**src/rtl/lsd_pkg.sv**
```systemverilog
// package for the radix sorter: payload types, capacity and cell control
package lsd_pkg;

    localparam int LSD_VALUE_W   = 31;
    localparam int LSD_MAX_ITEMS = 64;

    typedef struct packed {
        logic [LSD_VALUE_W-1:0] value;
        logic                   last;
    } lsd_in_t;

    typedef struct packed {
        logic [LSD_VALUE_W-1:0] sorted_value;
        logic                   last_out;
        logic                   dropped;
    } lsd_out_t;

    // control broadcast to every cell of the chain
    typedef struct packed {
        logic insert;
        logic shift_out;
    } lsd_cell_ctrl_t;

endpackage

```
**src/rtl/lsd_cell.sv**
```systemverilog
// one cell of the sorting chain: holds one value and its occupancy bit
module lsd_cell
    import lsd_pkg::*;
(
    input  logic                   clk,
    input  logic                   rst_n,
    input  lsd_cell_ctrl_t         ctrl,
    input  logic [LSD_VALUE_W-1:0] new_value,
    input  logic                   prev_gt,
    input  logic [LSD_VALUE_W-1:0] prev_value,
    input  logic                   prev_occ,
    input  logic [LSD_VALUE_W-1:0] next_value,
    input  logic                   next_occ,
    output logic                   gt,
    output logic [LSD_VALUE_W-1:0] value,
    output logic                   occ
);

    logic [LSD_VALUE_W-1:0] value_reg;
    logic [LSD_VALUE_W-1:0] value_next;
    logic                   occ_reg;
    logic                   occ_next;

    // an empty cell counts as holding something larger than any value
    assign gt    = !occ_reg || (value_reg > new_value);
    assign value = value_reg;
    assign occ   = occ_reg;

    always_comb
    begin
        value_next = value_reg;
        occ_next   = occ_reg;
        if (ctrl.shift_out)
        begin
            value_next = next_value;
            occ_next   = next_occ;
        end
        else if (ctrl.insert && gt)
        begin
            // first larger cell takes the new value, the rest move up by one
            value_next = prev_gt ? prev_value : new_value;
            occ_next   = occ_reg | prev_occ;
        end
    end

    always_ff @(posedge clk or negedge rst_n)
    begin
        if (!rst_n)
            occ_reg <= 1'b0;
        else
            occ_reg <= occ_next;
    end

    always_ff @(posedge clk)
    begin
        value_reg <= value_next;
    end

endmodule

```
**config.mk**
```make
export PLATFORM = sky130hd
export DESIGN_NAME = lsd_cell
export DESIGN_NICKNAME = d
export VERILOG_FILES = /design/src/rtl/lsd_pkg.sv /design/src/rtl/lsd_cell.sv
export SDC_FILE = /design/constraint.sdc
export NUM_CORES = 1
export LEC_CHECK = 0
export BUFFER_PORTS_ARGS = -buffer_cell sky130_fd_sc_hd__buf_4
export CORE_ASPECT_RATIO = 1.75
export CORE_UTILIZATION = 49
export DETAILED_ROUTE_END_ITERATION = 12
export MAX_ROUTING_LAYER = met4
export PLACE_DENSITY = 0.87
export SYNTH_ARGS = -nofsm -noshare
export SYNTH_HDL_FRONTEND = slang
export SYNTH_SLANG_ARGS = --single-unit
```
**constraint.sdc**
```tcl
create_clock -name clk -period 4.15 [get_ports clk]
set_clock_uncertainty 0.1 [all_clocks]
set_input_delay 1.0375 -clock clk [delete_from_list [all_inputs] [get_ports clk]]
set_output_delay 1.0375 -clock clk [all_outputs]
set_load 0.01 [all_outputs]
```
# Word-level counts from Yosys, hierarchy flattened
# Cells that the tools add are included.
dict set report totals {
  reg_bits 32
  inputBits 100
  word_cells 13
}
dict set report op_classes {
  n_lt_le_gt_ge 1
  n_mux 5
  bitwise 1
  reduce_logical 4
}
# cell n
set ops {}
lappend ops {{two-way mux 31 bit} 3}
lappend ops {{greater-than comparator 31 bit} 1}
lappend ops {{two-way mux 1 bit} 2}
lappend ops {{nonzero test 2 bit} 1}
lappend ops {{logical AND 1 bit} 1}
lappend ops {{zero test 1 bit} 1}
lappend ops {{logical OR 1 bit} 1}
lappend ops {{OR 1 bit} 1}

# Longest topological paths before layout
# Gate-level depths: netlist of run 1.
dict set report depth {
  depth_word 5
  ltp_mapped 8
  ltp_nobuf 8
}

# Worst setup path before layout of run 1
# Ideal clock, no wire load.
dict set report synth_path {
  path_kind {input -> register}
  start {input new_value[29]}
  end {register value_reg[0], in the netlist value[0], enable pin}
  setup_time_ps 387
  arrival_ps 2942
  required_ps 3663
  slack_ps 721
  path_stages 8
  cell_sequence {inv_1 ha_1 nand3_1 nor4_4 a221oi_2 nand3_1 a31o_1 a21o_1}
}
dict set report synth_between {
  elab_chain_cells 4
}
# element line_no
set synth_rtl {}
lappend synth_rtl {{start, declared} lsd_cell.sv:8} ;# input logic [LSD_VALUE_W-1:0] new_value,
lappend synth_rtl {{greater-than comparator 31 bit} lsd_cell.sv:25} ;# assign gt = !occ_reg || (value_reg > new_value);
lappend synth_rtl {{logical OR 1 bit} lsd_cell.sv:25}
lappend synth_rtl {{named net gt} lsd_cell.sv:14} ;# output logic gt,
lappend synth_rtl {{logical AND 1 bit} lsd_cell.sv:38} ;# else if (ctrl.insert && gt)
lappend synth_rtl {{nonzero test 2 bit (no line)} -}
lappend synth_rtl {{end signal, assigned} lsd_cell.sv:56} ;# value_reg <= value_next;
lappend synth_rtl {{end, declared} lsd_cell.sv:19} ;# logic [LSD_VALUE_W-1:0] value_reg;
# The timed path passes the listed nets, and every way through them passes these cells.
# A chain may end at the register's enable or synchronous reset.

# Final worst setup path of run 1
dict set report layout_path {
  start {input new_value[29]}
  end {output gt}
}
dict set report layout_between {
  elab_chain_cells 2
}
# element line_no
set layout_rtl {}
lappend layout_rtl {{greater-than comparator 31 bit} lsd_cell.sv:25}
lappend layout_rtl {{logical OR 1 bit} lsd_cell.sv:25}
lappend layout_rtl {{end, declared} lsd_cell.sv:14}
# Every way passes these cells.

==> reports/results.ini, run 1 <==
[sta]
setup_viol=0
tightest_slew_ns=0.549
tns_ns=0
finalHoldViolCount=0
slew_headroom_pct=63.4
fmax_ghz=0.269
drv_slew=0
finalCriticalPeriod_ns=3.71
rsz0062_at_grt=no
min_period_over_period_pct=89.4
layout_setup_ws_ns=0.438

[clock_tree]
clock_path_buffers=2
insertion_delay_ns=0.28
cts_max_level=2
ctsResizeCount=0
cts.root.buffer_cell=clkbuf_8
cts_tree=yes
clkTransAtPathRegs_ns=0.06
numCtsBuffers=5
cts_hold_buf=0
cts_setup_buffers=0
cts.sinks=32

[setup_path]
cp_slowest_cell=ha_1
r2r_end=value[20]$_DFFE_PP_
r2r_start=value[28]$_DFFE_PP_
crit_buf_inv=3
critPathCapture=gt
critPathRequiredTime_ns=3.01
cp.arrival_ns=2.57
cp_num_cells=9
end_kind=output pin
crit_type=in2out
cp_slowest_stage_delay_ns=0.31
critical-path-top-delay-family=compound AO/OA/AOI/OAI gates
reg2reg_depth=8
cpMostUsedCell=buf_4
worst-r2r-setup-slack_ns=1.41
crit_chain=buf_4, inv_1, ha_1, a41oi_2, o21ai_1, a221oi_2, nand3_1, a31o_1, buf_4
setup.worst_path.start_class=input pin
crit_fanout=3
crit_path_start=new_value[29]

[finish]
n_antenna_cell=0
layout-drive-gt1-share_pct=36.6
largest_reg_flops=31
final_nets=518
fin_cells=440
fillers=361
area_growth_pct=45.6

[place]
post-dp-hpwl_mm=5.27
dpl_worst_slack_ns=0.433
place_inst=432
portBuffers=132
place.gp.congestion=0.792

[yosys]
yosysWarningCount=0
synthesis.area_sq_um=2420
synth_nets=388
post_synth.cell_area_avg_sq_um=9.43
synth.distinct_cells=23
synth_seq_cells=32
seq_area_frac_synth_pct=39.4
synth_cells=257

[power]
ir_drop_mv=0.275
power_density_nw_per_um2=279
p_comb_share_pct=33.6
swShare_pct=29.5
power.switching_mw=0.291
intPower_mw=0.693
seq_power_share_pct=42.8
power_frac_clock_pct=23.5
p_leak_nw=1.83

[die]
die_x_um=55.2
die_y_um=95.0
ios=133
core_area_sq_um=4710
num_rows=33
initial_utilization_pct=51.5
die_area_sq_um=5240

[min_path]
hold_path_class=in2async

[drt]
wl_per_cell_um=14.7
vias=2381
drt_pass1_iterations=4
wl_mm=6.47
first_iter_violations=37
drcViolationCount=0
drt-vias-per-instance=5.41
ant_nets=0

[global_route]
overflow=0
antenna_found_initial=0
grt_max_degree=66
first_global_vias=2408
grt_pass1_wl_mm=9.76
track_usage_pct=26.9

[run]
cap_violations=0

[status]
outcome=finished, final reports clean

[layout by cell type (no fill, tap or decap), types with 3 or more instances in the layout]
cell	count
buf_4	134
nand2_1	39
o21ai_0	37
inv_1	34
mux2i_1	31
ha_1	31
edfxtp_1	31
a21oi_1	14
nand3_1	7
nand4_1	7
clkbuf_8	5
nor2_1	4
clkbuf_1	3
[final cells by class]
| cell class | count | area, sq um | share of cell area, % |
|---|---|---|---|
| multi-input cells | 180 | 1290 | 36.7 |
| repair buffers | 134 | 1010 | 28.5 |
| flip-flops and latches | 32 | 956 | 27.1 |
| inverters | 34 | 128 | 3.62 |
| clock buffers | 8 | 80.1 | 2.27 |
| well taps | 52 | 65.1 | 1.84 |
[routing by layer]
layer	track usage [%]	vias to the layer above	wire (um)
met3	4.63	14	261
li1	-	1171	-
met4	11.3	0	184
met1	23.7	1120	2210
met5	-	-	0
met2	51.7	76	3810
[cell usage after synthesis]
cell,n,area [sq um]
nor4_4,1,21.3
ha_1,31,388
nand3_1,7,35.0
nor2_1,4,15.0
a21oi_1,14,70.1
buf_2,3,15.0
nand2_1,39,146
o21ai_0,37,185
a221oi_2,1,15.0
edfxtp_1,31,931
dfrtp_1,1,25.0
inv_1,34,128
nand4_1,7,43.8
o21ai_1,1,5.00
mux2i_1,31,310
nand3b_1,1,7.51
o31ai_1,1,7.51
a41oi_2,1,16.3
a211oi_1,1,7.51
nor3_1,1,5.00
clkbuf_1,8,30.0
a31o_1,1,8.76
a21o_1,1,7.51
[power by group through the flow]
| stage | logic, mW | registers [mW] | clock network, mW |
|---|---|---|---|
| 6_report | 0.331 | 0.422 | 0.231 |
| 4_1_cts | 0.334 | 0.422 | 0.235 |
| 2_1_floorplan | 0.143 | 0.443 | 0 |
| 5_1_grt | 0.366 | 0.426 | 0.245 |
| 3_5_place_dp | 0.333 | 0.428 | 0 |
| 3_3_place_gp | 0.321 | 0.426 | 0 |
[stage by stage]
| stage | power (mW) | cell area [sq um] | utilization [%] | hold slack [ns] |
|---|---|---|---|---|
| after floorplan | 0.586 | 2420 | - | 0.485 |
| after global placement | 0.746 | 3450 | 73.3 | 0.458 |
| after detailed placement | 0.761 | 3450 | 73.3 | 0.488 |
| after CTS | 0.991 | 3530 | 75.0 | 0.425 |
| after global routing | 1.04 | 3530 | 75.0 | 0.419 |
| final | 0.984 | 3530 | 75.0 | 0.431 |
[kinds of logic after synthesis]
group | count (synthesis) | share of synthesized area, %
AND/OR/NAND/NOR | 60 | 11.3
AO/OA/AOI/OAI | 58 | 13.3
buffers and inverters | 45 | 7.12
flip-flops | 32 | 39.4
multiplexers | 31 | 12.8
adder cells (fa/ha/maj) | 31 | 16.0
[worst min-delay path by stage]
stage / cells after the start / startpoint / endpoint
6_report: 1 / rst_n / occ$_DFFE_PN0P_
3_3_place_gp: 2 / occ$_DFFE_PN0P_ / occ$_DFFE_PN0P_
5_1_grt: 1 / rst_n / occ$_DFFE_PN0P_
2_1_floorplan: 2 / occ$_DFFE_PN0P_ / occ$_DFFE_PN0P_
4_1_cts: 1 / rst_n / occ$_DFFE_PN0P_
3_5_place_dp: 2 / occ$_DFFE_PN0P_ / occ$_DFFE_PN0P_
(Power assumes the default switching activity.)
==> run 2, diff against run 1 <==
- CORE_UTILIZATION: 49 -> 45
- PLACE_DENSITY: 0.87 -> 0.81
- SLEW_MARGIN: not set -> 20
- clock period: 4.15 -> 3.8 ns (I/O delays scaled with it)
==> reports/results.ini, run 2 (synthesis gave the netlist of run 1 again) <==
[status]
outcome=finished, violations left
violations=DRC

[place]
post-dp-hpwl_mm=5.40
place_inst=435
place.gp.congestion=0.830
portBuffers=132
dpl-instance-area_sq_um=3450

[power]
intPower_mw=0.754
power_frac_clock_pct=23.4
ir_drop_mv=0.219
swShare_pct=29.8
p_comb_share_pct=33.7
seq_power_share_pct=42.9
p_leak_nw=1.83
power_density_nw_per_um2=304
power.switching_mw=0.319

[die]
core_area_sq_um=5210
ios=133
die_y_um=99.1
die_x_um=57.5
num_rows=35
die_area_sq_um=5690
initial_utilization_pct=46.5

[setup_path]
crit_type=in2out
crit_fanout=3
setup.worst_path.start_class=input pin
cp.arrival_ns=2.46
end_kind=output pin
critPathRequiredTime_ns=2.75

[drt]
wl_per_cell_um=15.1
vias=2323
drt_pass1_iterations=8
drcViolationCount=7
wl_mm=6.70
drt-vias-per-instance=5.24
first_iter_violations=72
ant_nets=0

[sta]
fmax_ghz=0.285
finalHoldViolCount=0
tns_ns=0
finalCriticalPeriod_ns=3.51
min_period_over_period_pct=92.4
tightest_slew_ns=0.554
rsz0062_at_grt=no
setup_viol=0
slew_headroom_pct=63.0
drv_slew=0

[finish]
final_area_sq_um=3530
mostFrequentLayoutCells=134 x buf_4, 39 x nand2_1, 37 x o21ai_0
final_common_cell=buf_4
layout-drive-gt1-share_pct=36.6
n_antenna_cell=0
utilization_pct=67.8
final_nets=518
area_growth_pct=45.8
fin_cells=443
largest_reg_flops=31

[clock_tree]
ctsResizeCount=0
clkTransAtPathRegs_ns=0.06
numCtsBuffers=5
cts_hold_buf=0
cts_max_level=2
cts_tree=yes
insertion_delay_ns=0.28
cts.root.buffer_cell=clkbuf_8
cts_setup_buffers=0
cts.sinks=32
clock_path_buffers=2

[global_route]
track_usage_pct=24.4
first_global_vias=2497
grt_pass1_wl_mm=10.4
antenna_found_initial=0
overflow=0
grt_max_degree=66

[run]
cap_violations=0

[min_path]
hold_path_class=in2async

[run 2: worst max-delay path: stages]
cell and delay (ns):
buf_4 0.08, inv_1 0.03, ha_1 0.31, a41oi_2 0.19, o21ai_1 0.11, a221oi_2 0.30, nand3_1 0.11, a31o_1 0.23
buf_4 0.14
[run 2: per-stage QoR]
step           total power, mW  hold slack (ns)  setup slack (ns)
6_report                  1.07            0.340             0.289
2_1_floorplan            0.640            0.485             0.459
3_5_place_dp             0.832            0.503             0.281
5_1_grt                   1.14            0.325             0.149
4_1_cts                   1.08            0.332             0.277
3_3_place_gp             0.819            0.471             0.316
[run 2: worst paths after layout]
check                                      to  slack, ns                start  cells past startpoint
min                           occ$_DFFE_PN0P_       0.34                rst_n                      1
max                                        gt       0.29        new_value[29]                      9
min in group clk              occ$_DFFE_PN0P_       0.51      occ$_DFFE_PN0P_                      2
max in group asynchronous     occ$_DFFE_PN0P_       3.18                rst_n                      1
min reg2reg                   occ$_DFFE_PN0P_       0.51      occ$_DFFE_PN0P_                      2
max reg2reg                value[0]$_DFFE_PP_       1.30  value[28]$_DFFE_PP_                      8
[run 2: metal layers]
layer,vias to the layer above,share of wire [%],global-route usage (%)
li1,1175,-,-
met1,1062,34,22.2
met2,73,60,49.0
met3,13,3.5,2.62
met4,0,2.3,9.19
met5,-,0,-
[run 2: layout make-up]
| class | instances | area, sq um |
|---|---|---|
| inverters | 34 | 128 |
| multi-input cells | 180 | 1290 |
| repair buffers | 134 | 1010 |
| clock buffers | 7 | 76.3 |
| clock inverters | 1 | 3.75 |
| well taps | 55 | 68.8 |
| flip-flops and latches | 32 | 956 |
| fillers | 457 | 1680 |
[run 2: power groups by stage]
stage | registers, mW | logic [mW] | clock network, mW
after global routing | 0.465 | 0.398 | 0.274
final | 0.461 | 0.362 | 0.251
after detailed placement | 0.468 | 0.364 | 0
after floorplan | 0.484 | 0.156 | 0
after CTS | 0.461 | 0.365 | 0.257
after global placement | 0.466 | 0.352 | 0
==> run 3, diff against run 2 <==
- ABC_AREA: not set -> 1
- CORE_UTILIZATION: 45 -> 47
- CTS_BUF_LIST: not set -> sky130_fd_sc_hd__clkbuf_8
- PLACE_DENSITY: 0.81 -> 0.83
==> reports/results.ini, run 3 <==
[yosys]
yosysWarningCount=0
synth_seq_cells=32
synthArstFlopShare_pct=3.13
post_synth.cell_area_avg_sq_um=8.31
yosys.area.top_type=edfxtp_1
synth_edf_count=31
yosys.area.top_type_share_pct=36.6
synth_nets=437
synth_commonest_cells=80 x nand2_1, 46 x inv_1, 31 x edfxtp_1, 31 x ha_1
yosys.cell_count.top_type=nand2_1
synth.distinct_cells=20
ys.flop_type=edfxtp_1
synthesis.area_sq_um=2540
synth_area_leaders=edfxtp_1 37%, ha_1 15%, nand2_1 12%
seq_area_frac_synth_pct=37.6
synth_cells=306

[drt]
vias=2532
first_iter_violations=78
wl_per_cell_um=13.7
drcViolationCount=9
drt-vias-per-instance=5.17
ant_nets=0
drt_pass1_iterations=9
wl_mm=6.69

[power]
p_leak_nw=1.86
power_density_nw_per_um2=298
p_comb_share_pct=35.1
total_power_mw=1.09
power_frac_clock_pct=22.6
power.switching_mw=0.333
seq_power_share_pct=42.3
swShare_pct=30.5
ir_drop_mv=0.255
intPower_mw=0.758

[run]
cap_violations=0

[die]
core_area_sq_um=5260
num_rows=35
die_y_um=99.3
die_x_um=57.6
die_area_sq_um=5720
ios=133
initial_utilization_pct=48.4

[clock_tree]
cts.sinks=32
cts_hold_buf=0
clock_path_buffers=2
clkTransAtPathRegs_ns=0.07
cts_setup_buffers=0
ctsResizeCount=0
numCtsBuffers=5
cts.root.buffer_cell=clkbuf_8
cts_tree=yes
insertion_delay_ns=0.28
cts_max_level=2

[status]
violations=DRC
outcome=finished, violations left

[sta]
setup_viol=0
layout_setup_ws_ns=0.500
tightest_slew_ns=0.577
tns_ns=0
finalCriticalPeriod_ns=3.30
rsz0062_at_grt=no
slew_headroom_pct=61.6
fmax_ghz=0.303
hold_ws_ns=0.329
finalHoldViolCount=0
drv_slew=0
min_period_over_period_pct=86.8

[place]
dpl_worst_slack_ns=0.491
dpl-instance-area_sq_um=3580
place.gp.congestion=0.753
portBuffers=132
post-dp-hpwl_mm=5.30

[setup_path]
critPathRequiredTime_ns=2.75
crit_type=in2out
end_kind=output pin
setup.worst_path.start_class=input pin
crit_fanout=2
cp.arrival_ns=2.25

[global_route]
track_usage_pct=24.7
first_global_vias=2546
grt_pass1_wl_mm=10.8
grt_max_degree=61
overflow=0
antenna_found_initial=0

[finish]
area_growth_pct=43.8
final_common_cell=buf_4
n_antenna_cell=0
final_nets=565
final_area_sq_um=3660
mostFrequentLayoutCells=133 x buf_4, 80 x nand2_1, 48 x inv_1
largest_reg_flops=31
layout-drive-gt1-share_pct=34.7

[min_path]
hold_path_class=in2async

run 3: changes by cell type in the layout (fill, tap and decap cells not counted), moves of 5 or more:
cell / before / now
o21ai_0: 37 / 1
mux2i_1: 31 / 0
nand4_1: 7 / 2
nand2_1: 39 / 80
inv_1: 34 / 48
o211ai_1: 0 / 28
nor2_1: 4 / 11
o21a_1: 0 / 28
run 3: path summary, 6_finish.rpt:
| check | start | to | slack (ns) | cells past startpoint |
|---|---|---|---|---|
| worst max-delay path | new_value[6] | gt | 0.50 | 14 |
| worst min-delay path | rst_n | occ$_DFFE_PN0P_ | 0.33 | 1 |
| worst max register to register | value[14]$_DFFE_PP_ | value[17]$_DFFE_PP_ | 1.32 | 14 |
| worst min register to register | occ$_DFFE_PN0P_ | occ$_DFFE_PN0P_ | 0.48 | 2 |
| max in group asynchronous | rst_n | occ$_DFFE_PN0P_ | 3.19 | 1 |
| min in group clk | occ$_DFFE_PN0P_ | occ$_DFFE_PN0P_ | 0.48 | 2 |
run 3: stage by stage:
step | util (%) | instances
final | 69.6 | 490
after floorplan | - | 306
after CTS | 69.6 | 490
after detailed placement | 68.1 | 482
after global placement | 68.1 | 482
after global routing | 69.6 | 490
run 3: kinds of logic after synthesis:
logic type      Yosys count  synth area share, %
simple gates            106                 17.4
compound gates           75                 20.5
buf+inv                  62                 9.30
flops                    32                 37.6
fa+ha+maj                31                 15.3
run 3: layout make-up:
type	count	area, sq um
Sequential cell	32	956
Fill cell	448	1600
Inverter	49	184
Clock inverter	3	11.3
Multi-Input combinational cell	212	1350
Clock buffer	5	68.8
Tap cell	55	68.8
Timing Repair Buffer	134	1020
run 3: power groups by stage:
stage,combinational (mW),clock [mW],sequential (mW)
after floorplan,0.179,0,0.485
after global placement,0.375,0,0.466
after detailed placement,0.385,0,0.469
after CTS,0.388,0.253,0.462
after global routing,0.428,0.269,0.466
final,0.383,0.246,0.462
run 3: per-layer routing:
metal  part of all wire [%]  track usage [%]  vias up
met5                      0                -        -
li1                       -                -     1290
met4                    2.1             9.38        0
met3                    3.4             2.47       12
met2                     59             47.7       83
met1                     35             24.4     1147
run 3: worst max-delay path: stages:
cell and delay (ns):
buf_4 0.11, inv_1 0.11, ha_1 0.26, nand2_1 0.09, inv_1 0.05, a21oi_1 0.13
nand2_1 0.07, nand2_1 0.05, nand2_1 0.05, nand2_1 0.05, nand2_1 0.06, nand2_1 0.08
nand2_2 0.06, buf_4 0.14
